$ cat config.mk
export PLATFORM = sky130hd
export DESIGN_NAME = tcce_seq
export DESIGN_NICKNAME = d
export VERILOG_FILES = /design/src/tcce_pkg.sv /design/src/tcce_seq.sv
export SDC_FILE = /design/constraint.sdc
export NUM_CORES = 1
export LEC_CHECK = 0
export BUFFER_PORTS_ARGS = -buffer_cell sky130_fd_sc_hd__buf_4
export CORE_ASPECT_RATIO = 1.1
export CORE_MARGIN = 1
export CORE_UTILIZATION = 58
export CTS_CLUSTER_SIZE = 12
export DETAILED_ROUTE_END_ITERATION = 8
export GPL_TIMING_DRIVEN = 0
export PLACE_DENSITY = 0.88
export SETUP_SLACK_MARGIN = 0.4
export SKIP_LAST_GASP = 1
export SYNTH_ARGS = -nofsm -noshare
export SYNTH_HDL_FRONTEND = slang
export SYNTH_SLANG_ARGS = --single-unit
$ cat constraint.sdc
create_clock -name clock -period 5.3 [get_ports clock]
set_input_delay 1.325 -clock clock [delete_from_list [all_inputs] [get_ports clock]]
set_output_delay 1.325 -clock clock [all_outputs]
set_load 0.03 [all_outputs]
$ cat src/tcce_pkg.sv
// ----------------------------------------------------------------------------
// tcce_pkg: shared types and codes of the text console cell engine
// Cell type, operation codes, control characters and reset constants.
// ----------------------------------------------------------------------------
`default_nettype none

package tcce_pkg;

   typedef logic [15:0] cell_type;
   typedef logic [7:0]  byte_type;

   localparam logic [1:0] OP_PUT   = 2'd0;
   localparam logic [1:0] OP_CLEAR = 2'd1;
   localparam logic [1:0] OP_READ  = 2'd2;

   localparam byte_type CH_NEWLINE   = 8'd10;
   localparam byte_type CH_TAB       = 8'd9;
   localparam byte_type CH_BACKSPACE = 8'd8;
   localparam byte_type CH_SPACE     = 8'h20;

   localparam logic [3:0] CLEAR_FG          = 4'h7;
   localparam logic [3:0] RESET_BG          = 4'h0;
   localparam byte_type   BLANK_ATTR_RESET  = 8'h07;

endpackage : tcce_pkg

`default_nettype wire

$ cat src/tcce_seq.sv
// ----------------------------------------------------------------------------
// tcce_seq: operation sequencer of the text console cell engine
// Holds the cursor and steps the cell store through put, read, scroll and fill.
// ----------------------------------------------------------------------------
`default_nettype none

module tcce_seq
   import tcce_pkg::*;
#(
   parameter int unsigned COLUMNS    = 80,
   parameter int unsigned ROWS       = 25,
   parameter int unsigned TAB_SPACES = 4,
   parameter int unsigned COL_W      = 7,
   parameter int unsigned ROW_W      = 5,
   parameter int unsigned ADDR_W     = 11
) (
   input  wire logic              clock,
   input  wire logic              reset,
   input  wire logic              start,
   input  wire logic [1:0]        opcode,
   input  wire byte_type          char_code,
   input  wire byte_type          attribute,
   input  wire logic [3:0]        background,
   input  wire logic [10:0]       cell_index,
   input  wire byte_type          blank_attribute,
   output logic                   busy,
   output logic                   rsp_valid,
   output cell_type               rsp_cell_data,
   output logic [COL_W-1:0]       cur_col,
   output logic [ROW_W-1:0]       cur_row,
   output logic [ADDR_W-1:0]      cur_addr,
   output logic                   wr_en,
   output logic [ADDR_W-1:0]      wr_addr,
   output cell_type               wr_data,
   output logic [ADDR_W-1:0]      rd_addr,
   input  wire cell_type          rd_data
);

   localparam int unsigned CELLS = COLUMNS * ROWS;
   localparam int unsigned PTR_W = $clog2(CELLS + 1);
   localparam int unsigned CNT_W = $clog2(TAB_SPACES + 1);

   localparam logic [COL_W-1:0]  COL_LAST    = COL_W'(COLUMNS - 1);
   localparam logic [ROW_W-1:0]  ROW_LAST    = ROW_W'(ROWS - 1);
   localparam logic [ADDR_W-1:0] COLS_A      = ADDR_W'(COLUMNS);
   localparam logic [PTR_W-1:0]  PTR_COLS    = PTR_W'(COLUMNS);
   localparam logic [PTR_W-1:0]  PTR_COLS_P1 = PTR_W'(COLUMNS + 1);
   localparam logic [PTR_W-1:0]  PTR_CELLS   = PTR_W'(CELLS);
   localparam logic [PTR_W-1:0]  PTR_LAST    = PTR_W'(CELLS - 1);
   localparam logic [PTR_W-1:0]  PTR_BOTTOM  = PTR_W'(CELLS - COLUMNS);

   typedef enum logic [2:0] {
      S_IDLE,
      S_PLAIN,
      S_BLANK,
      S_READ,
      S_SCROLL,
      S_FILL
   } state_type;

   state_type        state_ff, state_in;
   logic [COL_W-1:0] col_ff, col_in;
   logic [ROW_W-1:0] row_ff, row_in;
   logic [PTR_W-1:0] ptr_ff, ptr_in;
   logic [CNT_W-1:0] cnt_ff, cnt_in;
   cell_type         cell_ff, cell_in;
   logic             silent_ff, silent_in;
   logic             rsp_valid_ff, rsp_valid_in;
   cell_type         rsp_data_ff, rsp_data_in;
   cell_type         blank;
   logic             last_word;

   assign blank    = {blank_attribute, CH_SPACE};
   assign cur_addr = ADDR_W'(ADDR_W'(row_ff) * COLS_A) + ADDR_W'(col_ff);

   always_comb begin
      state_in     = state_ff;
      col_in       = col_ff;
      row_in       = row_ff;
      ptr_in       = ptr_ff;
      cnt_in       = cnt_ff;
      cell_in      = cell_ff;
      silent_in    = silent_ff;
      rsp_valid_in = 1'b0;
      rsp_data_in  = rsp_data_ff;
      wr_en        = 1'b0;
      wr_addr      = cur_addr;
      wr_data      = cell_ff;
      rd_addr      = cur_addr;
      last_word    = 1'b0;

      unique case (state_ff)
         S_IDLE: begin
            if (start) begin
               rsp_data_in = '0;
               case (opcode)
                  OP_PUT: begin
                     case (char_code)
                        CH_NEWLINE: begin
                           col_in = '0;
                           if (row_ff < ROW_LAST) begin
                              row_in       = row_ff + ROW_W'(1);
                              rsp_valid_in = 1'b1;
                           end else begin
                              ptr_in   = PTR_COLS;
                              cnt_in   = '0;
                              state_in = S_SCROLL;
                           end
                        end
                        CH_TAB: begin
                           cell_in  = blank;
                           cnt_in   = CNT_W'(TAB_SPACES);
                           state_in = S_PLAIN;
                        end
                        CH_BACKSPACE: begin
                           if (col_ff != '0) begin
                              col_in = col_ff - COL_W'(1);
                           end
                           cell_in  = blank;
                           state_in = S_BLANK;
                        end
                        default: begin
                           cell_in  = {attribute, char_code};
                           cnt_in   = CNT_W'(1);
                           state_in = S_PLAIN;
                        end
                     endcase
                  end
                  OP_CLEAR: begin
                     cell_in  = {background, CLEAR_FG, CH_SPACE};
                     col_in   = '0;
                     row_in   = '0;
                     ptr_in   = '0;
                     cnt_in   = '0;
                     state_in = S_FILL;
                  end
                  OP_READ: begin
                     if ({21'd0, cell_index} < 32'(CELLS)) begin
                        rd_addr  = ADDR_W'(cell_index);
                        state_in = S_READ;
                     end else begin
                        rsp_valid_in = 1'b1;
                     end
                  end
                  default: begin
                     rsp_valid_in = 1'b1;
                  end
               endcase
            end
         end
         S_PLAIN: begin
            wr_en  = 1'b1;
            cnt_in = cnt_ff - CNT_W'(1);
            if (col_ff < COL_LAST) begin
               col_in    = col_ff + COL_W'(1);
               last_word = (cnt_ff == CNT_W'(1));
            end else begin
               col_in = '0;
               if (row_ff < ROW_LAST) begin
                  row_in    = row_ff + ROW_W'(1);
                  last_word = (cnt_ff == CNT_W'(1));
               end else begin
                  ptr_in   = PTR_COLS;
                  state_in = S_SCROLL;
               end
            end
            if (last_word) begin
               state_in     = S_IDLE;
               rsp_valid_in = 1'b1;
            end
         end
         S_BLANK: begin
            wr_en        = 1'b1;
            state_in     = S_IDLE;
            rsp_valid_in = 1'b1;
         end
         S_READ: begin
            rsp_data_in  = rd_data;
            state_in     = S_IDLE;
            rsp_valid_in = 1'b1;
         end
         S_SCROLL: begin
            // read one row down, write back the registered word from the read before it
            rd_addr = ADDR_W'(ptr_ff);
            wr_addr = ADDR_W'(ptr_ff - PTR_COLS_P1);
            wr_data = rd_data;
            wr_en   = (ptr_ff > PTR_COLS);
            ptr_in  = ptr_ff + PTR_W'(1);
            if (ptr_ff == PTR_CELLS) begin
               ptr_in   = PTR_BOTTOM;
               cell_in  = blank;
               state_in = S_FILL;
            end
         end
         S_FILL: begin
            wr_en   = 1'b1;
            wr_addr = ADDR_W'(ptr_ff);
            ptr_in  = ptr_ff + PTR_W'(1);
            if (ptr_ff == PTR_LAST) begin
               silent_in = 1'b0;
               if (silent_ff) begin
                  state_in = S_IDLE;
               end else if (cnt_ff != '0) begin
                  state_in = S_PLAIN;
               end else begin
                  state_in     = S_IDLE;
                  rsp_valid_in = 1'b1;
               end
            end
         end
         default: begin
            state_in = S_IDLE;
         end
      endcase
   end

   always_ff @(posedge clock) begin
      if (reset) begin
         state_ff     <= S_FILL;
         col_ff       <= '0;
         row_ff       <= '0;
         ptr_ff       <= '0;
         cnt_ff       <= '0;
         cell_ff      <= {RESET_BG, CLEAR_FG, CH_SPACE};
         silent_ff    <= 1'b1;
         rsp_valid_ff <= 1'b0;
         rsp_data_ff  <= '0;
      end else begin
         state_ff     <= state_in;
         col_ff       <= col_in;
         row_ff       <= row_in;
         ptr_ff       <= ptr_in;
         cnt_ff       <= cnt_in;
         cell_ff      <= cell_in;
         silent_ff    <= silent_in;
         rsp_valid_ff <= rsp_valid_in;
         rsp_data_ff  <= rsp_data_in;
      end
   end

   assign busy          = (state_ff != S_IDLE);
   assign rsp_valid     = rsp_valid_ff;
   assign rsp_cell_data = rsp_data_ff;
   assign cur_col       = col_ff;
   assign cur_row       = row_ff;

   a_rsp_when_idle : assert property (@(posedge clock) disable iff (reset)
      rsp_valid_ff |-> (state_ff == S_IDLE))
      else $error("response word issued while sequencer busy");

   a_cursor_range : assert property (@(posedge clock) disable iff (reset)
      (32'(col_ff) < COLUMNS) && (32'(row_ff) < ROWS))
      else $error("cursor outside the screen");

   a_scroll_ptr : assert property (@(posedge clock) disable iff (reset)
      (state_ff == S_SCROLL) |-> ((ptr_ff >= PTR_COLS) && (ptr_ff <= PTR_CELLS)))
      else $error("scroll pointer outside its sweep");

   a_write_range : assert property (@(posedge clock) disable iff (reset)
      wr_en |-> (32'(wr_addr) < CELLS))
      else $error("cell write beyond the store");

   a_silent_fill : assert property (@(posedge clock) disable iff (reset)
      silent_ff |-> (state_ff == S_FILL))
      else $error("reset clearing pass left the fill state early");

endmodule : tcce_seq

`default_nettype wire

Word level (Yosys, flattened, before mapping)
Index checks and enable logic that the tools add are counted.
{ "totals": {"inputBits": 60, "wordCells": 131, "regBits": 63} }
{ "classes": {"n_eq_ne": 27, "n_mux": 63, "n_lt_le_gt_ge": 4, "n_reduce_logical": 20, "add_sub_neg": 7, "multipliers": 1} }
{ "op_table": {"columns": ["operator", "n"], "rows": [
  ["16-bit one-hot mux with 2 select lines", 4],
  ["11-bit two-way mux", 8],
  ["11-bit one-hot mux with 2 select lines", 3],
  ["16-bit two-way mux", 4],
  ["11-bit one-hot mux with 4 select lines", 1],
  ["7-bit one-hot mux with 2 select lines", 3],
  ["3-bit two-way mux", 9],
  ["5-bit AND reduction", 5],
  ["8-bit by 4-bit equality test with 1-bit output, second input constant", 3],
  ["11-bit equality test, second input constant", 2],
  ["7-bit two-way mux", 3],
  ["5-bit two-way mux", 4],
  ["5-bit one-hot mux with 2 select lines", 2],
  ["3-bit one-hot mux with 2 select lines", 3],
  ["3-bit one-hot mux with 3 select lines", 2],
  ["1-bit two-way mux", 13],
  ["3-bit != test, second input constant", 4],
  ["3-bit one-hot mux with 4 select lines", 1],
  ["11-bit by 1-bit adder with 11-bit output, second input constant", 1],
  ["11-bit by 7-bit adder with 11-bit output", 1],
  ["11-bit by 7-bit > comparator with 1-bit output, second input constant", 1],
  ["11-bit less-than comparator, second input constant", 1],
  ["11-bit by 7-bit subtractor with 11-bit output, second input constant", 1],
  ["2-bit != test, second input constant", 4],
  ["30 further kinds", 39]
]} }

Depth between registers and ports, before layout
{ "logic_depth": {"ltp_word": 6, "depth_mapped": 9, "depth_no_buf": 9} }

Worst setup path before layout
OpenSTA, ideal clock, no wires.
{ "synth_path": {"path_type": "flip-flop to output port", "from": "register row_ff[2] (netlist: cur_row[2])", "to": "output rd_addr[8]", "slack_ns": 1.091, "n_path_buf": 0, "t_arrival_ns": 2.884, "path_stages_with_launch": 9, "path_cell_list": "dfxtp_1 ha_1 ha_1 inv_1 fa_1 inv_1 xnor2_1 o32ai_1 a21oi_1"} }
{ "synth_via": {"elab_chain_cells": 6} }
{ "synth_rtl": {"columns": ["element", "line", "source"], "rows": [
  ["start: declaration", "tcce_seq.sv:63", "logic [ROW_W-1:0] row_ff, row_in;"],
  ["start signal: assignment", "tcce_seq.sv:231", "row_ff <= row_in;"],
  ["5-bit by 3-bit multiplier with 7-bit output (*)", "tcce_seq.sv:74", "assign cur_addr = ADDR_W'(ADDR_W'(row_ff) * COLS_A) + ADDR_W'(col_ff);"],
  ["11-bit by 7-bit adder with 11-bit output (*)", "tcce_seq.sv:74", null],
  ["net cur_addr[8]", "tcce_seq.sv:31", "output logic [ADDR_W-1:0] cur_addr,"],
  ["11-bit two-way mux", "tcce_seq.sv:138", "if ({21'd0, cell_index} < 32'(CELLS)) begin"],
  ["11-bit two-way mux", "tcce_seq.sv:96", "case (opcode)"],
  ["11-bit two-way mux", "tcce_seq.sv:94", "if (start) begin"],
  ["11-bit one-hot mux with 2 select lines (*)", "tcce_seq.sv:92", "unique case (state_ff)"],
  ["end: declaration", "tcce_seq.sv:35", "output logic [ADDR_W-1:0] rd_addr,"]
]} }
The timed path passes the listed nets; every way through them passes the cells marked *.

Worst setup path after layout
{ "layout_path": {"from": "input opcode[0]", "to": "output rd_addr[3]"} }
{ "layout_via": {"elab_chain_cells": 4} }
{ "layout_rtl": {"columns": ["element", "line", "source"], "rows": [
  ["start: declaration", "tcce_seq.sv:20", "input wire logic [1:0] opcode,"],
  ["2-bit equality test", "tcce_seq.sv:96", null],
  ["11-bit two-way mux", "tcce_seq.sv:96", null],
  ["11-bit two-way mux", "tcce_seq.sv:94", null],
  ["11-bit one-hot mux with 2 select lines", "tcce_seq.sv:92", null]
]} }
No other way between the ends.

==> flow_metrics.tcl <==
set metrics [dict create \
    grt_pass1_vias 5809 \
    yosys_warnings 0 \
    overflow 0 \
    hpwl_um 13100 \
    required_ns 3.97 \
    port_buffers 137 \
    rr_endpoint "rsp_cell_data[7]" \
    r2r_slack_ns 2.66 \
    gr-usage-met3_pct 7.48 \
    critPathCaptureType "output pin" \
    crit_path_top_delay_cell "o21bai_1" \
    busiest_layer "met2" \
    synth_seq_area_share_pct 25.5 \
    wirelength_um 17600 \
    worstMarginPinSlew_ns 1.03 \
    drv_cap 0 \
    finalSetupViolCount 0 \
    via_per_inst 6.71 \
    met1_usage_pct 46.2 \
    avgSynthCellArea_um2 7.56 \
    clkSinkCount 63 \
    path_cells "buf_4 -> inv_1 -> ha_1 -> nand2_1 -> o21bai_1 -> nor3b_1 -> a21oi_1 -> o2bb2ai_1 -> buf_4" \
    htreeDepth 3 \
    syn-num-nets 739 \
    clkLatencyLatePin_ns 0.35 \
    synth.distinct_cells 85 \
    globalplace.congestion 1.03 \
    vias 6139 \
    final_common_cell "buf_4" \
    first_pass_iters 5 \
    rows 34 \
    leakage_nw 2.69 \
    grt_pass1_wl_um 27800 \
    syn_area_um2 4940 \
    area_growth_pct 28.2 \
    crit_type "input port to output pin" \
    hold_viol 0 \
    slew_headroom_pct 31.5 \
    clockRootBuffer "clkbuf_8" \
    dieWidth_um 90.0 \
    timing.fmax_mhz 226 \
    fp.dieH_um 98.8 \
    num_io_pins 140 \
    synth_ff_type "dfxtp_1" \
    antenna_cells 0 \
    cts_buffer_depth 2 \
    worstHoldStart "silent_ff" \
    cp_common_cell "buf_4" \
    dieArea_um2 8890 \
    worst_hold_path.endpoint "silent_ff" \
    synth-edff-count 0 \
    critical-path-max-stage-delay_ns 0.36 \
    drt_iter0_markers 447 \
    synth_seq_cells 63 \
    fill_cells 591 \
    initial_utilization_pct 61.1 \
    rr_worst_depth 8 \
    core_um2 8080 \
    synthArstFlopShare_pct 0 \
    pwr_density_cell_nw_per_um2 489 \
    wl_per_cell_um 19.3 \
    min_path_type "flop to flop" \
    ant_nets 0 \
    cp_max_fo 7 \
    ctsHoldBuffers 0 \
    layout_common_cells "141 x buf_4, 85 x nand2_1, 63 x dfxtp_1, 50 x nor2_1, 36 x a21oi_1" \
    grt_usage_pct 39.1 \
    ir_drop_mv 0.345 \
    synthCells 654 \
    status "finished clean" \
    cts_tree "yes" \
    clkTransAtPathRegs_ns 0.08 \
    antenna_found_initial 0 \
    drc 0 \
    fin_util_pct 78.4 \
    met2_usage_pct 65.8 \
    grt_setup_unrepaired "no" \
    grt_max_degree 13 \
    fin_nets 887 \
    arrival_ns 3.10 \
    timing.rr.start "state_ff[0]" \
    fin_crit_ns 4.43 \
    drive_gt1_share_pct 23.5 \
    slew_violations 0 \
    cts_buffers 9 \
    fin_crit_sh_pct 83.5 \
    finalClockSkew_ns 0.0114 \
    cts_resized 0 \
    worst_setup_path_start_kind "input port" \
    finalSetupTns_ns 0 \
    hold_path_depth 2 \
    postCtsSetupBuffers 0 \
]
-- cell type report --
class,count,area (um2),area share [%]
inverters,28,105,1.66
clock inverters,6,92.6,1.46
clock buffers,10,138,2.17
plain buffers,55,249,3.93
repair buffers,137,1030,16.2
multi-input cells,508,3330,52.5
well taps,108,135,2.13
flip-flops and latches,63,1260,19.9
-- metrics by stage --
| stage | worst slack, ns | total power [W] | cell area, um2 | hold slack (ns) | instances |
|---|---|---|---|---|---|
| floorplan | 1.09 | 0.00193 | 4940 | 0.436 | 654 |
| global placement | 1.01 | 0.00251 | 6110 | 0.450 | 899 |
| detailed placement | 0.971 | 0.00255 | 6110 | 0.459 | 899 |
| CTS | 0.963 | 0.00305 | 6340 | 0.470 | 915 |
| global route | 0.810 | 0.00326 | 6340 | 0.481 | 915 |
| finish | 0.873 | 0.00310 | 6340 | 0.471 | 915 |
-- power breakdown --
part / switching [W] / total [W] / internal [W]
sequential: 0.0000522 / 0.000590 / 0.000538
clock: 0.000214 / 0.000494 / 0.000280
combinational: 0.00133 / 0.00201 / 0.000686
-- critical path, delay by kind of cell --
kind            cells  cell delay [ns]
simple gates        2             0.49
fa+ha+maj           1             0.23
compound gates      3             0.65
buf+inv             3             0.39
-- worst max path at each step --
stage	from	endpoint	slack, ns	cells after the start
after floorplan	cur_row[2]	rd_addr[8]	1.09	8
after global placement	opcode[0]	rd_addr[3]	1.01	9
after detailed placement	opcode[0]	rd_addr[3]	0.97	9
after CTS	opcode[0]	rd_addr[3]	0.96	9
after global routing	opcode[0]	rd_addr[4]	0.81	9
final	opcode[0]	rd_addr[3]	0.87	9
-- state kept, by name, summed over array words and instances (netlist names) --
| name | flops |
|---|---|
| rsp_valid | 1 |
| cur_col | 7 |
| ptr_ff | 11 |
| rsp_cell_data | 16 |
| cur_row | 5 |
| silent_ff | 1 |
| cnt_ff | 3 |
| state_ff | 3 |
| cell_ff | 16 |
-- cell families (layout without fill, tap and decap cells) --
logic type,after synthesis,in the layout,share of synthesized area [%]
buf+inv,83,236,7.16
flops,63,63,25.5
fa+ha+maj,25,25,6.63
simple gates,248,248,25.3
mux,1,1,0.203
xor+xnor,18,18,3.49
compound gates,216,216,31.7
-- synth_stat cells (4+ instances only) --
master	n	share of area [%]
or2_2	4	0.51
o211ai_1	11	1.7
buf_2	10	1.0
a21oi_1	36	3.6
inv_1	25	1.9
xnor2_1	12	2.1
ha_1	23	5.8
o32ai_1	4	0.71
nor4_1	7	0.89
o41ai_1	11	1.9
o221ai_1	4	0.71
nor2_1	50	3.8
o22a_1	4	0.71
nor2b_1	8	1.0
xor2_1	5	0.89
o22ai_1	10	1.3
nand2_1	85	6.5
and4_1	4	0.71
nor3b_1	4	0.61
and3_1	6	0.76
clkbuf_1	34	2.6
buf_4	4	0.61
nand3_1	13	1.3
o31ai_1	6	0.91
a311oi_1	8	1.4
o21ai_0	28	2.8
dfxtp_1	63	26
nand4_1	9	1.1
o21ai_1	5	0.51
a22oi_1	28	4.3
buf_1	5	0.38
a211oi_1	9	1.4
nor3_1	29	2.9
-- layer usage --
metal / wire (um) / up-vias
met5: 0 / -
met4: 889 / 0
met3: 1840 / 90
met2: 8250 / 476
met1: 6630 / 2827
li1: - / 2746
No activity file was read; power rests on OpenSTA's default activity.
